### src/rtl/multitap_keypad_text_entry_assert.svh
// Assertion macros used by the back end of the text entry RTL
`ifndef MULTITAP_KEYPAD_TEXT_ENTRY_ASSERT_SVH
`define MULTITAP_KEYPAD_TEXT_ENTRY_ASSERT_SVH

// Condition holds at every edge outside reset
`define MTE_ASSERT_ALWAYS(lbl, clk, rst_n, cond, msg) \
    lbl: assert property (@(posedge clk) disable iff (!rst_n) (cond)) else $error(msg);

// Consequent holds in the same cycle as the antecedent
`define MTE_ASSERT_IMPLY(lbl, clk, rst_n, ante, cons, msg) \
    lbl: assert property (@(posedge clk) disable iff (!rst_n) (ante) |-> (cons)) \
        else $error(msg);

// Consequent holds in the cycle after the antecedent
`define MTE_ASSERT_NEXT(lbl, clk, rst_n, ante, cons, msg) \
    lbl: assert property (@(posedge clk) disable iff (!rst_n) (ante) |=> (cons)) \
        else $error(msg);

`endif

### src/rtl/mte_pkg.sv
// Types, constants and the tap table of the multi-tap text entry block
`default_nettype none

package mte_pkg;

    localparam int KEY_W      = 4;
    localparam int CHAR_W     = 8;
    localparam int IDX_W      = 4;
    localparam int KIND_W     = 2;
    localparam int TAP_W      = 2;
    localparam int TICK_W     = 8;
    localparam int NAME_DEPTH = 16;
    localparam int QUEUE_DEPTH = 2;

    localparam logic [KEY_W-1:0]  KEY_STAR       = 4'd10;
    localparam logic [KEY_W-1:0]  KEY_POUND      = 4'd11;
    localparam logic [CHAR_W-1:0] CHAR_CURSOR    = 8'h5F;
    localparam logic [CHAR_W-1:0] CHAR_NONE      = 8'h00;
    localparam logic [TICK_W-1:0] TIMEOUT_RESET  = 8'd50;

    localparam logic [0:11][0:3][CHAR_W-1:0] TAP_TABLE = '{
        '{"0", "0", "0", "0"}, '{"1", "1", "1", "1"}, '{"2", "A", "B", "C"},
        '{"3", "D", "E", "F"}, '{"4", "G", "H", "I"}, '{"5", "J", "K", "L"},
        '{"6", "M", "N", "O"}, '{"7", "P", "R", "S"}, '{"8", "T", "U", "V"},
        '{"9", "W", "X", "Y"}, '{"*", "*", "*", "*"}, '{"#", "#", "#", "#"}
    };

    typedef enum logic [2:0] {
        OP_TICK,
        OP_CHAR,
        OP_STAR,
        OP_POUND,
        OP_NONE
    } t_op_code;

    typedef struct packed {
        t_op_code         code;
        logic [KEY_W-1:0] key;
    } t_op;

    typedef enum logic [KIND_W-1:0] {
        KIND_UPDATE  = 2'd0,
        KIND_SAME    = 2'd1,
        KIND_NAME    = 2'd2,
        KIND_IGNORED = 2'd3
    } t_kind;

    typedef struct packed {
        t_kind             kind;
        logic [IDX_W-1:0]  slot_index;
        logic [CHAR_W-1:0] slot_char;
        logic [IDX_W-1:0]  name_length;
        logic              pending;
        logic              last;
    } t_result;

    typedef enum logic [1:0] {
        S_RUN,
        S_WALK,
        S_DONE
    } t_state;

    function automatic logic [CHAR_W-1:0] tap_char(input logic [KEY_W-1:0] key,
                                                   input logic [TAP_W-1:0] tap);
        logic [CHAR_W-1:0] ch;
        ch = CHAR_NONE;
        if (key <= KEY_POUND) begin
            ch = TAP_TABLE[key][tap];
        end
        return ch;
    endfunction

endpackage

`default_nettype wire

### src/rtl/mte_if.sv
// Channel interfaces of the text entry block: key items, results, configuration
`default_nettype none

interface mte_in_if;
    logic                         valid;
    logic                         ready;
    logic                         command;
    logic [mte_pkg::KEY_W-1:0]    key_code;

    modport source(output valid, command, key_code, input ready);
    modport sink(input valid, command, key_code, output ready);
endinterface

interface mte_out_if;
    logic                         valid;
    logic                         ready;
    logic [mte_pkg::KIND_W-1:0]   kind;
    logic [mte_pkg::IDX_W-1:0]    slot_index;
    logic [mte_pkg::CHAR_W-1:0]   slot_char;
    logic [mte_pkg::IDX_W-1:0]    name_length;
    logic                         pending;
    logic                         last;

    modport source(output valid, kind, slot_index, slot_char, name_length, pending, last,
                   input ready);
    modport sink(input valid, kind, slot_index, slot_char, name_length, pending, last,
                 output ready);
endinterface

interface mte_cfg_if;
    logic                         valid;
    logic                         ready;
    logic [mte_pkg::TICK_W-1:0]   idle_timeout_ticks;

    modport source(output valid, idle_timeout_ticks, input ready);
    modport sink(input valid, idle_timeout_ticks, output ready);
endinterface

`default_nettype wire

### src/rtl/mte_front.sv
// Front end: accepts key and tick transactions and classifies them into operations
`default_nettype none

module mte_front (
    input  logic          i_clk,
    input  logic          i_rst_n,
    mte_in_if.sink        i_in,
    output logic          o_push_valid,
    output mte_pkg::t_op  o_push_op,
    input  logic          i_push_ready
);

    logic          r_valid;
    mte_pkg::t_op  r_op;
    mte_pkg::t_op  n_op;

    always_comb begin
        n_op.key = i_in.key_code;
        if (!i_in.command) begin
            n_op.code = mte_pkg::OP_TICK;
        end else if (i_in.key_code > mte_pkg::KEY_POUND) begin
            n_op.code = mte_pkg::OP_NONE;
        end else if (i_in.key_code == mte_pkg::KEY_POUND) begin
            n_op.code = mte_pkg::OP_POUND;
        end else if (i_in.key_code == mte_pkg::KEY_STAR) begin
            n_op.code = mte_pkg::OP_STAR;
        end else begin
            n_op.code = mte_pkg::OP_CHAR;
        end
    end

    assign i_in.ready   = !r_valid || i_push_ready;
    assign o_push_valid = r_valid;
    assign o_push_op    = r_op;

    always_ff @(posedge i_clk) begin
        if (!i_rst_n) begin
            r_valid <= 1'b0;
        end else if (i_in.ready) begin
            r_valid <= i_in.valid;
        end
    end

    always_ff @(posedge i_clk) begin
        if (i_in.valid && i_in.ready) begin
            r_op <= n_op;
        end
    end

endmodule

`default_nettype wire

### src/rtl/mte_queue.sv
// Short operation queue between the front end and the execution back end
`default_nettype none

module mte_queue (
    input  logic          i_clk,
    input  logic          i_rst_n,
    input  logic          i_push_valid,
    input  mte_pkg::t_op  i_push_op,
    output logic          o_push_ready,
    output logic          o_pop_valid,
    output mte_pkg::t_op  o_pop_op,
    input  logic          i_pop_ready
);

    localparam int DEPTH = mte_pkg::QUEUE_DEPTH;
    localparam int PTR_W = (DEPTH > 1) ? $clog2(DEPTH) : 1;
    localparam int CNT_W = $clog2(DEPTH + 1);

    mte_pkg::t_op      r_mem [DEPTH];
    logic [PTR_W-1:0]  r_wr_ptr;
    logic [PTR_W-1:0]  r_rd_ptr;
    logic [CNT_W-1:0]  r_count;
    logic              push;
    logic              pop;

    assign o_push_ready = (r_count != CNT_W'(DEPTH));
    assign o_pop_valid  = (r_count != '0);
    assign o_pop_op     = r_mem[r_rd_ptr];
    assign push         = i_push_valid && o_push_ready;
    assign pop          = o_pop_valid && i_pop_ready;

    always_ff @(posedge i_clk) begin
        if (!i_rst_n) begin
            r_wr_ptr <= '0;
            r_rd_ptr <= '0;
            r_count  <= '0;
        end else begin
            if (push) begin
                r_wr_ptr <= (r_wr_ptr == PTR_W'(DEPTH - 1)) ? '0 : r_wr_ptr + 1'b1;
            end
            if (pop) begin
                r_rd_ptr <= (r_rd_ptr == PTR_W'(DEPTH - 1)) ? '0 : r_rd_ptr + 1'b1;
            end
            if (push && !pop) begin
                r_count <= r_count + 1'b1;
            end else if (pop && !push) begin
                r_count <= r_count - 1'b1;
            end
        end
    end

    always_ff @(posedge i_clk) begin
        if (push) begin
            r_mem[r_wr_ptr] <= i_push_op;
        end
    end

endmodule

`default_nettype wire

### src/rtl/mte_back.sv
// Back end: entry state, name store, finishing walk and the result register
`default_nettype none

`include "multitap_keypad_text_entry_assert.svh"

module mte_back #(
    parameter int MAX_NAME_LEN = 10
) (
    input  logic          i_clk,
    input  logic          i_rst_n,
    input  logic          i_op_valid,
    input  mte_pkg::t_op  i_op,
    output logic          o_op_ready,
    mte_cfg_if.sink       i_cfg,
    mte_out_if.source     o_out
);

    localparam logic [mte_pkg::IDX_W-1:0] MAX_LEN = mte_pkg::IDX_W'(MAX_NAME_LEN);

    mte_pkg::t_state                r_state,    n_state;
    logic [mte_pkg::TICK_W-1:0]     r_timeout;
    logic [mte_pkg::KEY_W-1:0]      r_rem_key,  n_rem_key;
    logic                           r_rem_valid, n_rem_valid;
    logic [mte_pkg::TAP_W-1:0]      r_tap,      n_tap;
    logic [mte_pkg::TICK_W-1:0]     r_idle,     n_idle;
    logic [mte_pkg::IDX_W-1:0]      r_len,      n_len;
    logic                           r_pending,  n_pending;
    logic [mte_pkg::IDX_W-1:0]      r_walk,     n_walk;
    logic                           r_out_valid, n_out_valid;
    mte_pkg::t_result               r_out,      n_out;
    logic [mte_pkg::CHAR_W-1:0]     r_name_store [mte_pkg::NAME_DEPTH];
    logic [mte_pkg::CHAR_W-1:0]     r_rd_data;

    logic                           slot_free;
    logic                           load;
    logic                           mem_we;
    logic [mte_pkg::IDX_W-1:0]      mem_waddr;
    logic [mte_pkg::CHAR_W-1:0]     mem_wdata;

    assign slot_free = !r_out_valid || o_out.ready;
    assign i_cfg.ready = 1'b1;

    always_comb begin
        logic                        repeat_key;
        logic [mte_pkg::TAP_W-1:0]   tap_next;
        logic [mte_pkg::CHAR_W-1:0]  ch;

        n_state     = r_state;
        n_rem_key   = r_rem_key;
        n_rem_valid = r_rem_valid;
        n_tap       = r_tap;
        n_idle      = r_idle;
        n_len       = r_len;
        n_pending   = r_pending;
        n_walk      = r_walk;
        o_op_ready  = 1'b0;
        load        = 1'b0;
        mem_we      = 1'b0;
        mem_waddr   = r_len;
        mem_wdata   = mte_pkg::CHAR_CURSOR;

        repeat_key = r_rem_valid && (r_rem_key == i_op.key);
        tap_next   = repeat_key ? r_tap + 1'b1 : '0;
        ch         = mte_pkg::tap_char(i_op.key, tap_next);

        n_out.kind        = mte_pkg::KIND_SAME;
        n_out.slot_index  = r_len;
        n_out.slot_char   = mte_pkg::CHAR_NONE;
        n_out.name_length = r_len;
        n_out.pending     = r_pending;
        n_out.last        = 1'b1;

        case (r_state)
            mte_pkg::S_RUN: begin
                if (i_op_valid && slot_free) begin
                    o_op_ready = 1'b1;
                    load       = 1'b1;
                    if (i_op.code != mte_pkg::OP_TICK && i_op.code != mte_pkg::OP_NONE) begin
                        n_idle      = '0;
                        n_rem_key   = i_op.key;
                        n_rem_valid = 1'b1;
                        n_tap       = tap_next;
                    end
                    case (i_op.code)
                        mte_pkg::OP_TICK: begin
                            if (r_idle >= r_timeout) begin
                                n_idle      = '0;
                                n_rem_valid = 1'b0;
                                if (r_pending && (r_len < MAX_LEN)) begin
                                    // commit and put the cursor on the next slot
                                    n_len             = r_len + 1'b1;
                                    n_pending         = 1'b0;
                                    mem_we            = 1'b1;
                                    mem_waddr         = n_len;
                                    n_out.kind        = mte_pkg::KIND_UPDATE;
                                    n_out.slot_index  = n_len;
                                    n_out.slot_char   = mte_pkg::CHAR_CURSOR;
                                    n_out.name_length = n_len;
                                    n_out.pending     = 1'b0;
                                end
                            end else begin
                                n_idle = r_idle + 1'b1;
                            end
                        end
                        mte_pkg::OP_CHAR: begin
                            n_pending         = 1'b1;
                            mem_we            = 1'b1;
                            mem_wdata         = ch;
                            n_out.kind        = mte_pkg::KIND_UPDATE;
                            n_out.slot_char   = ch;
                            n_out.pending     = 1'b1;
                        end
                        mte_pkg::OP_STAR: begin
                            if (r_len != '0) begin
                                n_len             = r_len - 1'b1;
                                n_pending         = 1'b0;
                                mem_we            = 1'b1;
                                mem_waddr         = n_len;
                                n_out.kind        = mte_pkg::KIND_UPDATE;
                                n_out.slot_index  = n_len;
                                n_out.slot_char   = mte_pkg::CHAR_CURSOR;
                                n_out.name_length = n_len;
                                n_out.pending     = 1'b0;
                            end
                        end
                        mte_pkg::OP_POUND: begin
                            n_pending = 1'b0;
                            if (r_len == '0) begin
                                n_out.kind       = mte_pkg::KIND_NAME;
                                n_out.slot_index = '0;
                                n_out.pending    = 1'b0;
                                n_state          = mte_pkg::S_DONE;
                            end else begin
                                // nothing emitted now; the walk follows
                                load    = 1'b0;
                                n_walk  = '0;
                                n_state = mte_pkg::S_WALK;
                            end
                        end
                        default: begin
                            // unknown key: no change
                        end
                    endcase
                end
            end
            mte_pkg::S_WALK: begin
                if (slot_free) begin
                    load             = 1'b1;
                    n_out.kind       = mte_pkg::KIND_NAME;
                    n_out.slot_index = r_walk;
                    n_out.slot_char  = r_rd_data;
                    n_out.pending    = 1'b0;
                    n_out.last       = (r_walk == r_len - 1'b1);
                    if (n_out.last) begin
                        n_state = mte_pkg::S_DONE;
                    end else begin
                        n_walk = r_walk + 1'b1;
                    end
                end
            end
            mte_pkg::S_DONE: begin
                if (i_op_valid && slot_free) begin
                    o_op_ready = 1'b1;
                    load       = 1'b1;
                    n_out.kind = mte_pkg::KIND_IGNORED;
                end
            end
            default: begin
                n_state = mte_pkg::S_RUN;
            end
        endcase

        n_out_valid = load || (r_out_valid && !o_out.ready);
    end

    always_ff @(posedge i_clk) begin
        if (!i_rst_n) begin
            r_state     <= mte_pkg::S_RUN;
            r_timeout   <= mte_pkg::TIMEOUT_RESET;
            r_rem_key   <= '0;
            r_rem_valid <= 1'b0;
            r_tap       <= '0;
            r_idle      <= '0;
            r_len       <= '0;
            r_pending   <= 1'b0;
            r_walk      <= '0;
            r_out_valid <= 1'b0;
        end else begin
            r_state     <= n_state;
            r_rem_key   <= n_rem_key;
            r_rem_valid <= n_rem_valid;
            r_tap       <= n_tap;
            r_idle      <= n_idle;
            r_len       <= n_len;
            r_pending   <= n_pending;
            r_walk      <= n_walk;
            r_out_valid <= n_out_valid;
            if (i_cfg.valid) begin
                r_timeout <= i_cfg.idle_timeout_ticks;
            end
        end
    end

    always_ff @(posedge i_clk) begin
        if (load) begin
            r_out <= n_out;
        end
    end

    // name store: one write port, one registered read port that follows the walk
    always_ff @(posedge i_clk) begin
        if (mem_we) begin
            r_name_store[mem_waddr] <= mem_wdata;
        end
        r_rd_data <= r_name_store[n_walk];
    end

    assign o_out.valid       = r_out_valid;
    assign o_out.kind        = r_out.kind;
    assign o_out.slot_index  = r_out.slot_index;
    assign o_out.slot_char   = r_out.slot_char;
    assign o_out.name_length = r_out.name_length;
    assign o_out.pending     = r_out.pending;
    assign o_out.last        = r_out.last;

    `MTE_ASSERT_ALWAYS(a_len_bound, i_clk, i_rst_n, r_len <= MAX_LEN, "name length beyond limit")
    `MTE_ASSERT_IMPLY(a_walk_nonempty, i_clk, i_rst_n, r_state == mte_pkg::S_WALK, (r_len != '0) && !r_pending, "walk over an empty name or with a pending character")
    `MTE_ASSERT_NEXT(a_walk_emits, i_clk, i_rst_n, (r_state == mte_pkg::S_WALK) && slot_free, r_out_valid && (r_out.kind == mte_pkg::KIND_NAME), "walk step gave no name character")
    `MTE_ASSERT_NEXT(a_done_sticks, i_clk, i_rst_n, r_state == mte_pkg::S_DONE, (r_state == mte_pkg::S_DONE) && !r_pending, "finished entry left its final state")

endmodule

`default_nettype wire

### src/rtl/multitap_keypad_text_entry.sv
// Top level of the multi-tap keypad text entry block
`default_nettype none

// Multi-tap text entry for a 12-key pad. Each input transaction is a poll tick or a key
// press; a front end registers and classifies it and places it in a two-entry queue, and
// the back end executes one operation per cycle, while the output is not stalled and no
// walk runs, into a result register. A tick or a key other than a finishing pound gives a
// single result, which passes the front register, the queue and the result register.
// Pound starts a walk over the committed characters of the name store that emits one
// character per cycle while the output is not stalled; the single read port of the name
// store paces that walk. The input keeps accepting while the queue has room.
// idle_timeout_ticks may be written whenever the block is idle.
module multitap_keypad_text_entry #(
    parameter int MAX_NAME_LEN = 10
) (
    input  logic        i_clk,
    input  logic        i_rst_n,
    mte_in_if.sink      i_in,
    mte_cfg_if.sink     i_cfg,
    mte_out_if.source   o_out
);

    logic          push_valid;
    mte_pkg::t_op  push_op;
    logic          push_ready;
    logic          pop_valid;
    mte_pkg::t_op  pop_op;
    logic          pop_ready;

    mte_front u_front (
        .i_clk        (i_clk),
        .i_rst_n      (i_rst_n),
        .i_in         (i_in),
        .o_push_valid (push_valid),
        .o_push_op    (push_op),
        .i_push_ready (push_ready)
    );

    mte_queue u_queue (
        .i_clk        (i_clk),
        .i_rst_n      (i_rst_n),
        .i_push_valid (push_valid),
        .i_push_op    (push_op),
        .o_push_ready (push_ready),
        .o_pop_valid  (pop_valid),
        .o_pop_op     (pop_op),
        .i_pop_ready  (pop_ready)
    );

    mte_back #(
        .MAX_NAME_LEN (MAX_NAME_LEN)
    ) u_back (
        .i_clk      (i_clk),
        .i_rst_n    (i_rst_n),
        .i_op_valid (pop_valid),
        .i_op       (pop_op),
        .o_op_ready (pop_ready),
        .i_cfg      (i_cfg),
        .o_out      (o_out)
    );

endmodule

`default_nettype wire

### src/flat_wrapper.sv
// flat-port wrapper written by rule: the top's interface ports become plain ports
module multitap_keypad_text_entry_flat 
#(
    parameter int MAX_NAME_LEN = 10
)
  (i_clk, i_rst_n, i_in_valid, i_in_command, i_in_key_code, i_in_ready, i_cfg_valid, i_cfg_idle_timeout_ticks, i_cfg_ready, o_out_valid, o_out_kind, o_out_slot_index, o_out_slot_char, o_out_name_length, o_out_pending, o_out_last, o_out_ready);
  mte_in_if i_in_i ();
  mte_cfg_if i_cfg_i ();
  mte_out_if o_out_i ();
  input  logic i_clk;
  input  logic i_rst_n;
  input wire logic [$bits(i_in_i.valid)-1:0] i_in_valid;
  input wire logic [$bits(i_in_i.command)-1:0] i_in_command;
  input wire logic [$bits(i_in_i.key_code)-1:0] i_in_key_code;
  output wire logic [$bits(i_in_i.ready)-1:0] i_in_ready;
  input wire logic [$bits(i_cfg_i.valid)-1:0] i_cfg_valid;
  input wire logic [$bits(i_cfg_i.idle_timeout_ticks)-1:0] i_cfg_idle_timeout_ticks;
  output wire logic [$bits(i_cfg_i.ready)-1:0] i_cfg_ready;
  output wire logic [$bits(o_out_i.valid)-1:0] o_out_valid;
  output wire logic [$bits(o_out_i.kind)-1:0] o_out_kind;
  output wire logic [$bits(o_out_i.slot_index)-1:0] o_out_slot_index;
  output wire logic [$bits(o_out_i.slot_char)-1:0] o_out_slot_char;
  output wire logic [$bits(o_out_i.name_length)-1:0] o_out_name_length;
  output wire logic [$bits(o_out_i.pending)-1:0] o_out_pending;
  output wire logic [$bits(o_out_i.last)-1:0] o_out_last;
  input wire logic [$bits(o_out_i.ready)-1:0] o_out_ready;
  assign i_in_i.valid = i_in_valid;
  assign i_in_i.command = i_in_command;
  assign i_in_i.key_code = i_in_key_code;
  assign i_in_ready = i_in_i.ready;
  assign i_cfg_i.valid = i_cfg_valid;
  assign i_cfg_i.idle_timeout_ticks = i_cfg_idle_timeout_ticks;
  assign i_cfg_ready = i_cfg_i.ready;
  assign o_out_valid = o_out_i.valid;
  assign o_out_kind = o_out_i.kind;
  assign o_out_slot_index = o_out_i.slot_index;
  assign o_out_slot_char = o_out_i.slot_char;
  assign o_out_name_length = o_out_i.name_length;
  assign o_out_pending = o_out_i.pending;
  assign o_out_last = o_out_i.last;
  assign o_out_i.ready = o_out_ready;
  multitap_keypad_text_entry #(.MAX_NAME_LEN(MAX_NAME_LEN)) u_core (.i_clk(i_clk), .i_rst_n(i_rst_n), .i_in(i_in_i), .i_cfg(i_cfg_i), .o_out(o_out_i));
endmodule
### config.mk
export PLATFORM = sky130hd
export DESIGN_NAME = multitap_keypad_text_entry_flat
export DESIGN_NICKNAME = d
export VERILOG_FILES = /design/src/rtl/mte_pkg.sv /design/src/rtl/mte_if.sv /design/src/rtl/mte_front.sv /design/src/rtl/mte_queue.sv /design/src/rtl/mte_back.sv /design/src/rtl/multitap_keypad_text_entry.sv /design/src/flat_wrapper.sv
export VERILOG_INCLUDE_DIRS = /design/src /design/src/rtl
export SDC_FILE = /design/constraint.sdc
export NUM_CORES = 1
export LEC_CHECK = 0
export BUFFER_PORTS_ARGS = -buffer_cell sky130_fd_sc_hd__buf_2
export CELL_PAD_IN_SITES_DETAIL_PLACEMENT = 1
export CELL_PAD_IN_SITES_GLOBAL_PLACEMENT = 2
export CORE_ASPECT_RATIO = 1.1
export CORE_UTILIZATION = 30
export DETAILED_ROUTE_END_ITERATION = 12
export PLACE_DENSITY_LB_ADDON = 0.1
export SLEW_MARGIN = 20
export SYNTH_ARGS = -nofsm -noshare
export SYNTH_HDL_FRONTEND = slang
export SYNTH_SLANG_ARGS = --single-unit
### constraint.sdc
create_clock -name i_clk -period 9.52 [get_ports i_clk]
set_input_delay 0.476 -clock i_clk [delete_from_list [all_inputs] [get_ports i_clk]]
set_output_delay 0.476 -clock i_clk [all_outputs]
set_load 0.05 [all_outputs]
# ---- Word-level counts from Yosys, hierarchy flattened
# Memory sizes are Yosys's and may differ from the RTL's. A register that Yosys moved wholly into a read port is not among the register bits.
# Cells that the tools add are included.
dict set report totals {
  ff_bits 67
  mem_bits_rw 142
  mem_bits_ro 512
  input_bits 18
  out_inout_bits 23
  mem_count 3
}
# memory depth word_bits read_ports rd_clocked_by_memory_dff wr line_no
set mem_list {}
lappend mem_list {{(name not given)} 16 32 1 0 0 mte_pkg.sv:68} ;# ch = TAP_TABLE[key][tap];
lappend mem_list {u_core.u_back.r_name_store 16 8 1 1 1 mte_back.sv:31} ;# logic [mte_pkg::CHAR_W-1:0] r_name_store [mte_pkg::NAME_DEPTH];
lappend mem_list {u_core.u_queue.r_mem 2 7 1 1 1 mte_queue.sv:19} ;# mte_pkg::t_op r_mem [DEPTH];
dict set report op_classes {
  addsub 9
  n_lt_le_gt_ge 6
  n_eq_ne 18
  n_mux 82
  bitwise 4
  n_reduce_logical 35
}
# cell count
set ops {}
lappend ops {{two-way mux 8 bit} 9}
lappend ops {{two-way mux 32 bit} 2}
lappend ops {{two-way mux 18 bit} 3}
lappend ops {{two-way mux 4 bit} 11}
lappend ops {{two-way mux 1 bit} 26}
lappend ops {{two-way mux 2 bit} 12}
lappend ops {{case mux 12 bit (2 select lines)} 1}
lappend ops {{case mux 4 bit (2 select lines)} 3}
lappend ops {{case mux 8 bit (3 select lines)} 1}
lappend ops {{two-way mux 19 bit} 1}
lappend ops {{binary-select mux 8 bit (select 2 bit)} 1}
lappend ops {{two-way mux 14 bit} 1}
lappend ops {{inequality test 2 bit (second input constant)} 7}
lappend ops {{case mux 2 bit (3 select lines)} 2}
lappend ops {{case mux 4 bit (3 select lines)} 1}
lappend ops {{logical AND 1 bit} 10}
lappend ops {{adder 4 x 1 -> 4 bit (second input constant)} 2}
lappend ops {{adder 8 x 1 -> 8 bit (second input constant)} 1}
lappend ops {{== test 4 bit} 2}
lappend ops {{== test 4 bit (second input constant)} 2}
lappend ops {{>= comparator 8 bit} 1}
lappend ops {{case mux 1 bit (4 select lines)} 2}
lappend ops {{case mux 2 bit (4 select lines)} 1}
lappend ops {{nonzero test 4 bit} 2}
lappend ops {{other kinds (34)} 50}

# ---- Depth between registers and ports, before layout
# Gate-level depths: netlist of the first run.
dict set report depth {
  word_depth 11
  ltp_mapped 14
}

# ---- Cells and area by module
# Synthesis of the first run repeated with hierarchy kept, for this count alone.
dict set report unflattened {
  hier_cells 905
  hier_area_um2 10012.1
}
# mod n_inst cells_per_inst area_per_inst_um2 seq_area_each_um2
set by_module_without_submodules {}
lappend by_module_without_submodules {mte_back 1 842 8961.1 4774.6}
lappend by_module_without_submodules {mte_queue 1 46 747.0 520.5}
lappend by_module_without_submodules {mte_front 1 17 304.0 230.2}

# ---- Least setup slack after synthesis of the first run
# No wires, ideal clock.
dict set report synth_timing {
  path_kind {register to register}
  from {register u_core.u_back.r_len[0] (netlist name)}
  to {memory u_core.u_back.r_name_store[0][0] (netlist name), enable pin}
  setup_time_ns 0.360
  t_arrival_ns 2.937
  required_ns 9.160
  slack_ns 6.223
  path_stages_with_launch 12
  path_buffers 2
  path_cell_list {dfxtp_1 clkbuf_1 inv_1 ha_1 or3b_2 clkbuf_1 ha_1 nand3_1 o21ai_0 a211o_1 or3b_2 nor2_1}
}
dict set report synth_between {
  word_cells_on_any_way 19
  cone_classes {add/sub (2); order compare (1); mux (14); reduce/logical (2)}
}
# element line_no
set synth_rtl {}
lappend synth_rtl {{start, declared} mte_back.sv:26} ;# logic [mte_pkg::IDX_W-1:0] r_len, n_len;
lappend synth_rtl {{start signal, assigned} mte_back.sv:194} ;# r_len <= n_len;
lappend synth_rtl {{< comparator 4 bit} mte_back.sv:89} ;# if (r_pending && (r_len < MAX_LEN)) begin
lappend synth_rtl {{logical AND 1 bit} mte_back.sv:89}
lappend synth_rtl {{two-way mux 4 bit} mte_back.sv:89}
lappend synth_rtl {{two-way mux 4 bit} --}
lappend synth_rtl {{case mux 4 bit (2 select lines)} --}
lappend synth_rtl {{two-way mux 4 bit} --}
lappend synth_rtl {{two-way mux 4 bit (*)} mte_back.sv:73} ;# case (r_state)
lappend synth_rtl {{via u_core.u_back.mem_waddr, one bit} mte_back.sv:37} ;# logic [mte_pkg::IDX_W-1:0] mem_waddr;
lappend synth_rtl {{end, declared} mte_back.sv:31}
# The timed path passes the listed nets; every way through them passes the cells marked *.

==> results of run 1 <==
[how the worst max path moves through the flow]
| stage | start | endpoint | depth (start not counted) |
|---|---|---|---|
| after floorplan | u_core.u_back.r_len[0]$_SDFF_PN0_ | u_core.u_back.r_name_store[0][0]$_DFFE_PP_ | 11 |
| after global placement | u_core.u_back.r_len[0]$_SDFF_PN0_ | u_core.u_back.r_rd_data[5]$_DFF_P_ | 11 |
| after detailed placement | flop | u_core.u_back.r_name_store[13][1]$_DFFE_PP_ | 7 |
| after CTS | u_core.u_back.r_idle[0]$_SDFFE_PN0P_ | u_core.u_back.r_name_store[2][2]$_DFFE_PP_ | 10 |
| after global routing | u_core.u_back.r_idle[0]$_SDFFE_PN0P_ | u_core.u_back.r_name_store[2][2]$_DFFE_PP_ | 10 |
| final | flop | u_core.u_back.r_name_store[13][1]$_DFFE_PP_ | 7 |
[where the power goes]
group	leakage, nW	internal, mW	switching (mW)
clock network	0.283	0.360	0.382
registers	1.78	1.03	0.0482
logic	1.79	0.155	0.389
[flip-flops by register name, indices dropped and copies added (netlist names), 4 cells and up, named ones only]
name / count
u_core.u_back.o_out.name_length: 4
u_core.u_back.o_out.slot_char: 7
u_core.u_back.o_out.slot_index: 4
u_core.u_back.r_idle: 8
u_core.u_back.r_len: 4
u_core.u_back.r_name_store: 112
u_core.u_back.r_rd_data: 7
u_core.u_back.r_rem_key: 4
u_core.u_back.r_timeout: 8
u_core.u_back.r_walk: 4
u_core.u_front.o_push_op: 7
u_core.u_queue.r_mem: 14
[final cells by class]
class,instances,area (um^2)
Clock inverter,14,157.7
Fill cell,3625,21860
Inverter,23,86.33
Tap cell,432,540.5
Multi-Input combinational cell,623,4300
Timing Repair Buffer,48,280.3
Clock buffer,18,439.2
Sequential cell,200,5527
[through the flow]
| stage | hold slack [ns] | setup WS (ns) | power, mW | utilization [%] |
|---|---|---|---|---|
| 6_report | 0.2286 | 5.106 | 2.360 | 34.13 |
| 5_1_grt | 0.2139 | 4.607 | 2.474 | 34.13 |
| 4_1_cts | 0.2108 | 5.006 | 2.395 | 34.13 |
| 3_5_place_dp | 0.4337 | 5.056 | 1.648 | 32.34 |
| 3_3_place_gp | 0.4261 | 4.920 | 1.633 | 32.22 |
| 2_1_floorplan | 0.4215 | 6.223 | 1.477 | - |
[cell families (layout without fill, tap and decap cells)]
kind of cell / count (synthesis) / in the layout / share of synthesized area (%)
muxes: 76 / 76 / 8.560
DFF: 200 / 200 / 54.78
other: 2 / 2 / 0.07446
and+or+nand+nor: 305 / 305 / 15.15
AOI/OAI and AO/OA: 196 / 196 / 13.56
buffers and inverters: 78 / 103 / 3.138
adders and majority gates: 21 / 21 / 2.605
xor gates and xnor gates: 23 / 23 / 2.134
[worst max-delay path, delay by kind of cell (launching register included)]
kind / cells / cell delay (ns)
XOR/XNOR: 1 / 0.14
AO/OA/AOI/OAI: 2 / 0.49
flip-flops: 1 / 0.83
AND/OR/NAND/NOR: 3 / 2.04
multiplexers: 1 / 0.56
[layout by cell type (no fill, tap or decap), types with 9 or more instances in the layout]
master and count:
xor2_1 9, o21ai_0 35, ha_1 21, and3_1 9, a211oi_1 30, a22oi_1 9, nand2_1 78, nand3_1 16
inv_1 23, nor4b_1 14, dfxtp_1 47, buf_2 38, a21oi_1 29, a311oi_1 14, edfxtp_1 152, nor2b_1 37
clkbuf_16 17, nor2_1 83, and2_1 16, mux2i_1 13, xnor2_1 13, mux2_2 58, nor3_1 15
[cell usage after synthesis, types with 13 or more instances]
cell type	number
edfxtp_1	152
nor2_1	84
nand2_1	78
mux2_2	58
dfxtp_1	48
clkbuf_1	42
nor2b_1	37
o21ai_0	36
a211oi_1	30
a21oi_1	29
inv_1	23
ha_1	21
and2_1	16
nand3_1	16
nor3_1	16
a311oi_1	14
mux2i_1	14
nor4b_1	14
xnor2_1	13
[per-layer routing]
metal | vias up | share of wire [%] | global-route usage [%]
li1 | 3388 | - | -
met1 | 3618 | 45 | 22.24
met2 | 89 | 51 | 30.68
met3 | 21 | 2.4 | 2.719
met4 | 0 | 1.7 | 5.204
met5 | - | 0 | 0
==> run_results.csv, run 1 <==
group,metric,value,unit
synthesis,syn_area_per_cell,11.19,um^2
synthesis,synth.net_count,940,
clock_tree,postCtsSetupBuffers,0,
worst_setup_path,rr_worst_depth,7,
placed_design,numPlacedInstances,1326,
floorplanning,die_area,34360,um^2
global_route,grt_start_max_net_pins,89,
worst_hold_path,holdPathEnd,"u_core.u_front.o_push_op[0]$_DFFE_PP_",
sta,finalHoldViolations,0,
clock_tree,cts-root-to-sink-buffers,2,
final_layout,area_growth_syn_to_layout,12.34,%
clock_tree,tritoncts,"built",
global_route,track_usage,17.60,%
synthesis,post_synth_inst_count,901,
worst_setup_path,crit_fanout,16,
run,drv.max_cap_violation_count,0,
sta,tightest_slew,1.071,ns
drt,ant_nets,0,
synthesis,count_of_flip_flops_with_a_built_in_enable_after_synthesis,152,
sta,skew,0.01536,ns
synthesis,synth_async_sr_flop_share,0,%
sta,report.final.setup_viol,0,
synthesis,synth_ff_type,"edfxtp_1",
sta,setup_tns,0,ns
worst_hold_path,min_path_cells,1,
clock_tree,root_buffer,"clkbuf_16",
worst_hold_path,min_path_type,"primary input to flop",
worst_setup_path,cp-end-kind,"flop",
final_layout,num-nets-final,952,
pwr,power_leakage,3.858,nW
sta,rsz0062_at_grt,"false",
placed_design,port_buffers,38,
synthesis,ys_ff_latch,200,
synthesis,seq_area_frac_synth,54.78,%
floorplanning,die_y,194.3,um
sta,layout_worst_path_cycle_share,46.36,%
synthesis,yosys-top-cells-area,"edfxtp_1 45%, dfxtp_1 9.5%, mux2_2 6.5%",
drt,first_iter_violations,426,
final_layout,drive_gt1_share,16.63,%
synthesis,synth_top_area_share,45.25,%
drt,drt-wirelength-per-cell,21.53,um
worst_setup_path,critical_path_arrival,4.53,ns
pwr,cellPowerDensity,208.3,nW/um^2
worst_hold_path,worst_hold_startpoint,"i_in_key_code[0]",
sta,report.final.slew_viol_count,0,
drt,routed_via_density,5.240,
drt,routed_wl,29.24,mm
synthesis,synthesis.yosys.warnings,0,
final_layout,finish.cell_count_without_fillers,1358,
floorplanning,design.core.area,33190,um^2
global_route,global_route_wire_length_before_repair,45.51,mm
sta,timing.slew.headroom,28.63,%
worst_setup_path,worst-r2r-setup-slack,5.11,ns
clock_tree,clk-insertion-delay-late,0.45,ns
drt,dr_total_vias,7116,
clock_tree,total_number_of_h_tree_levels,4,
floorplanning,ios,41,
floorplanning,rows,70,
clock_tree,postCtsHoldBufs,0,
global_route,grt.overflow.total,0,
sta,final_period_minus_worst_setup_slack,4.414,ns
final_layout,num_antenna_cells,0,
clock_tree,postCtsResizedCells,0,
pwr,vdd.ir_drop.worst,0.09245,mV
synthesis,syn-cell-area,10090,um^2
floorplanning,initial_utilization,30.38,%
drt,post_detailed_route_drc_marker_count,0,
placed_design,global_placer_s_final_weighted_congestion,0.7989,
worst_setup_path,start_kind,"flop",
worst_setup_path,crit_path_max_incr_delay,0.83,ns
worst_setup_path,path_cells,"mux2i_4, xnor2_1, or4b_1, nor3_1, o21ai_0, a31oi_1, nand2b_1",
clock_tree,cts.clk_slew.worst_paths,0.08,ns
synthesis,ys_types,70,
clock_tree,clock-sinks,200,
worst_setup_path,crit-reg2reg-capture,"u_core.u_back.r_name_store[13][1]$_DFFE_PP_",
worst_setup_path,critPathKind,"flop to flop",
worst_setup_path,cpMaxStageDelayCell,"dfxtp_1",
synthesis,yosysTopAreaCell,"edfxtp_1",
sta,highest_clock_frequency_the_design_can_meet,226.6,MHz
worst_setup_path,cp_data_required_time,9.64,ns
final_layout,final_standard_cell_area_without_fillers,11330,um^2
placed_design,dpl.hpwl,20.22,mm
clock_tree,number_of_cts_inserted_buffers,17,
global_route,grt_pass1_vias,7628,
placed_design,postPlaceCellArea,10730,um^2
drt,drt_pre_antenna_iters,4,
outcome,outcome,"completed",
global_route,grt_antenna_before_repair,0,
floorplanning,die_span_in_x,176.8,um
(Power assumes the default switching activity.)
==> run 2: changes to the inputs <==
==> constraint.sdc (replaced) <==
create_clock -name i_clk -period 3.8 [get_ports i_clk]
set_input_delay 0.19 -clock i_clk [delete_from_list [all_inputs] [get_ports i_clk]]
set_output_delay 0.19 -clock i_clk [all_outputs]
set_load 0.05 [all_outputs]
==> run 2 against run 1 <==
Against the previous run: core utilization up 1.4 points; fmax rose by 26%; critical path depth grew 2; clock-buffer cell count unchanged; die area is the same; flip-flop and latch count unchanged; total power grew to 2.5 times the previous value; critical path type unchanged; critical endpoint is now u_core.u_back.r_name_store[9][3]$_DFFE_PP_.
==> run_results.csv, run 2 (synthesized netlist as in run 1, its figures left out) <==
group,metric,value,unit
placed_design,global_placer_s_final_weighted_congestion,0.8695,
worst_setup_path,rr_worst_depth,9,
final_layout,most_flops_register,"u_core.u_back.r_name_store",
global_route,groute.layer.met2.usage,30.75,%
worst_setup_path,cp_data_required_time,3.88,ns
final_layout,n_fill_cell,3630,
drt,routed_wl,28.91,mm
floorplanning,ios,41,
sta,finalHoldViolations,0,
drt,drt_pre_antenna_iters,4,
worst_setup_path,worst-r2r-setup-slack,0.30,ns
worst_setup_path,path_cells,"mux2i_4, xnor2_1, or4b_1, buf_4, nor3_2, nor2_1, a22oi_1, o21ai_1, or3_1",
global_route,grt_antenna_before_repair,0,
clock_tree,tritoncts,"built",
sta,setup_tns,0,ns
sta,final_period_minus_worst_setup_slack,3.501,ns
placed_design,place_ws,0.2056,ns
global_route,track_usage,17.43,%
clock_tree,clk-insertion-delay-late,0.44,ns
clock_tree,cts.clk_slew.worst_paths,0.07,ns
global_route,top_usage_layer,"met2",
final_layout,area_growth_syn_to_layout,16.82,%
final_layout,mostFrequentLayoutCells,"152 x edfxtp_1, 84 x nor2_1, 78 x nand2_1",
global_route,grtUsageMet1,21.91,%
drt,drt-wirelength-per-cell,20.40,um
sta,postLayoutSetupSlackWorst,0.2986,ns
floorplanning,die_span_in_x,176.8,um
worst_setup_path,cp-end-kind,"flop",
worst_setup_path,crit_path_max_incr_delay,0.60,ns
clock_tree,cts-root-to-sink-buffers,2,
worst_hold_path,worst_hold_startpoint,"i_cfg_idle_timeout_ticks[2]",
worst_setup_path,critPathKind,"flop to flop",
run,drv.max_cap_violation_count,0,
drt,ant_nets,0,
final_layout,num_antenna_cells,0,
final_layout,num-nets-final,1011,
worst_setup_path,worst-path-buf-inv,1,
worst_setup_path,crit_fanout,16,
global_route,use_met3,2.328,%
sta,tightest_slew,0.8573,ns
global_route,global_route_wire_length_before_repair,45.28,mm
pwr,report.power.total,5.944,mW
sta,highest_clock_frequency_the_design_can_meet,285.6,MHz
final_layout,most_common_library_cell_in_the_layout_ignoring_fill_and_taps,"edfxtp_1",
final_layout,flip_flop_count_of_the_largest_register_after_layout,112,
worst_setup_path,start_kind,"flop",
final_layout,seqCellArea,5527,um^2
floorplanning,design.core.area,33190,um^2
floorplanning,die_y,194.3,um
final_layout,finish.utilization,35.50,%
sta,skew,0.01431,ns
clock_tree,root_buffer,"clkbuf_16",
clock_tree,total_number_of_h_tree_levels,4,
drt,first_iter_violations,374,
sta,report.final.setup_viol,0,
floorplanning,die_area,34360,um^2
sta,layout_worst_path_cycle_share,92.14,%
global_route,grt.overflow.total,0,
worst_setup_path,cp_top_family,"simple AND/OR/NAND/NOR gates",
pwr,cellPowerDensity,504.5,nW/um^2
worst_setup_path,critical_path_arrival,3.58,ns
final_layout,drive_gt1_share,20.41,%
floorplanning,initial_utilization,30.38,%
drt,routed_via_density,5.155,
pwr,vdd.ir_drop.worst,0.2275,mV
drt,post_detailed_route_drc_marker_count,0,
global_route,grt_start_max_net_pins,88,
global_route,grt_pass1_vias,7755,
worst_setup_path,cpMaxStageDelayCell,"or3_1",
outcome,outcome,"completed",
clock_tree,number_of_cts_inserted_buffers,17,
final_layout,multi_input_area,4297,um^2
worst_setup_path,crit-reg2reg-capture,"u_core.u_back.r_name_store[9][3]$_DFFE_PP_",
final_layout,top_regs,"u_core.u_back.r_name_store: 112 flops, u_core.u_queue.r_mem: 14 flops",
sta,rsz0062_at_grt,"false",
worst_hold_path,min_path_type,"primary input to flop",
worst_hold_path,holdPathEnd,"u_core.u_back.r_timeout[2]$_SDFFE_PN0P_",
drt,dr_total_vias,7304,
sta,report.final.slew_viol_count,0,
placed_design,port_buffers,38,
clock_tree,clock-sinks,200,
pwr,power_leakage,4.133,nW
floorplanning,rows,70,
worst_hold_path,min_path_cells,3,
sta,timing.slew.headroom,42.84,%
placed_design,dpl.hpwl,20.39,mm
-- run 2: cell types whose count changed in the layout (fill, tap and decap cells not counted), moves of 3 or more --
cell and delta:
dlygate4sd3_1 +10, inv_6 -4, buf_4 +49, inv_8 +3, clkinv_8 -3
-- run 2: worst max path at each step --
| stage | from | end | slack [ns] | depth (start not counted) |
|---|---|---|---|---|
| floorplan | u_core.u_back.r_len[0]$_SDFF_PN0_ | u_core.u_back.r_name_store[0][0]$_DFFE_PP_ | 0.50 | 11 |
| global placement | u_core.u_back.r_idle[0]$_SDFFE_PN0P_ | u_core.u_back.r_name_store[0][6]$_DFFE_PP_ | 0.21 | 11 |
| detailed placement | u_core.u_back.r_idle[0]$_SDFFE_PN0P_ | u_core.u_back.r_name_store[2][6]$_DFFE_PP_ | 0.21 | 11 |
| CTS | u_core.u_back.r_idle[0]$_SDFFE_PN0P_ | u_core.u_back.r_name_store[3][1]$_DFFE_PP_ | 0.14 | 11 |
| global route | flop | u_core.u_back.r_rd_data[5]$_DFF_P_ | 0.02 | 11 |
| finish | flop | u_core.u_back.r_name_store[9][3]$_DFFE_PP_ | 0.30 | 9 |
-- run 2: metal layers --
layer  vias up  part of all wire (%)
met2       103                    52
met5         -                     0
li1       3510                     -
met3        30                   1.9
met1      3661                    44
met4         0                   1.7
-- run 2: stage by stage --
stage / hold WS (ns) / instances / instance area, um^2
detailed placement: 0.3932 / 1375 / 11100
CTS: 0.002196 / 1417 / 11780
floorplan: 0.2889 / 901 / 10090
finish: 0.02203 / 1417 / 11780
global placement: 0.3977 / 1375 / 11100
global route: 0.02865 / 1417 / 11780
-- run 2: final cells by class --
cell class | instances | area share [%]
inverters | 23 | 0.7327
flip-flops and latches | 200 | 46.90
clock buffers | 18 | 3.642
clock inverters | 14 | 1.232
multi-input cells | 623 | 36.47
well taps | 432 | 4.587
repair buffers | 107 | 6.435
-- run 2: repair_timing --
action                     4_1_cts  5_1_grt
hold endpoints to repair        10        0
resized for setup                0        1
hold buffers                    10        0
setup endpoints to repair        0       28
buffers inserted                 0        0
-- run 2: worst register-to-register path, cell delays in order (launching register included) --
cell,delay (ns)
dfxtp_1,0.53
mux2i_4,0.31
xnor2_1,0.10
or4b_1,0.57
buf_4,0.18
nor3_2,0.32
nor2_1,0.18
a22oi_1,0.22
o21ai_1,0.12
or3_1,0.60
-- run 2: power breakdown --
group | switching, mW | internal (mW)
combinational | 1.02 | 0.456
sequential | 0.104 | 2.57
clock | 0.871 | 0.924
total | 2.00 | 3.95
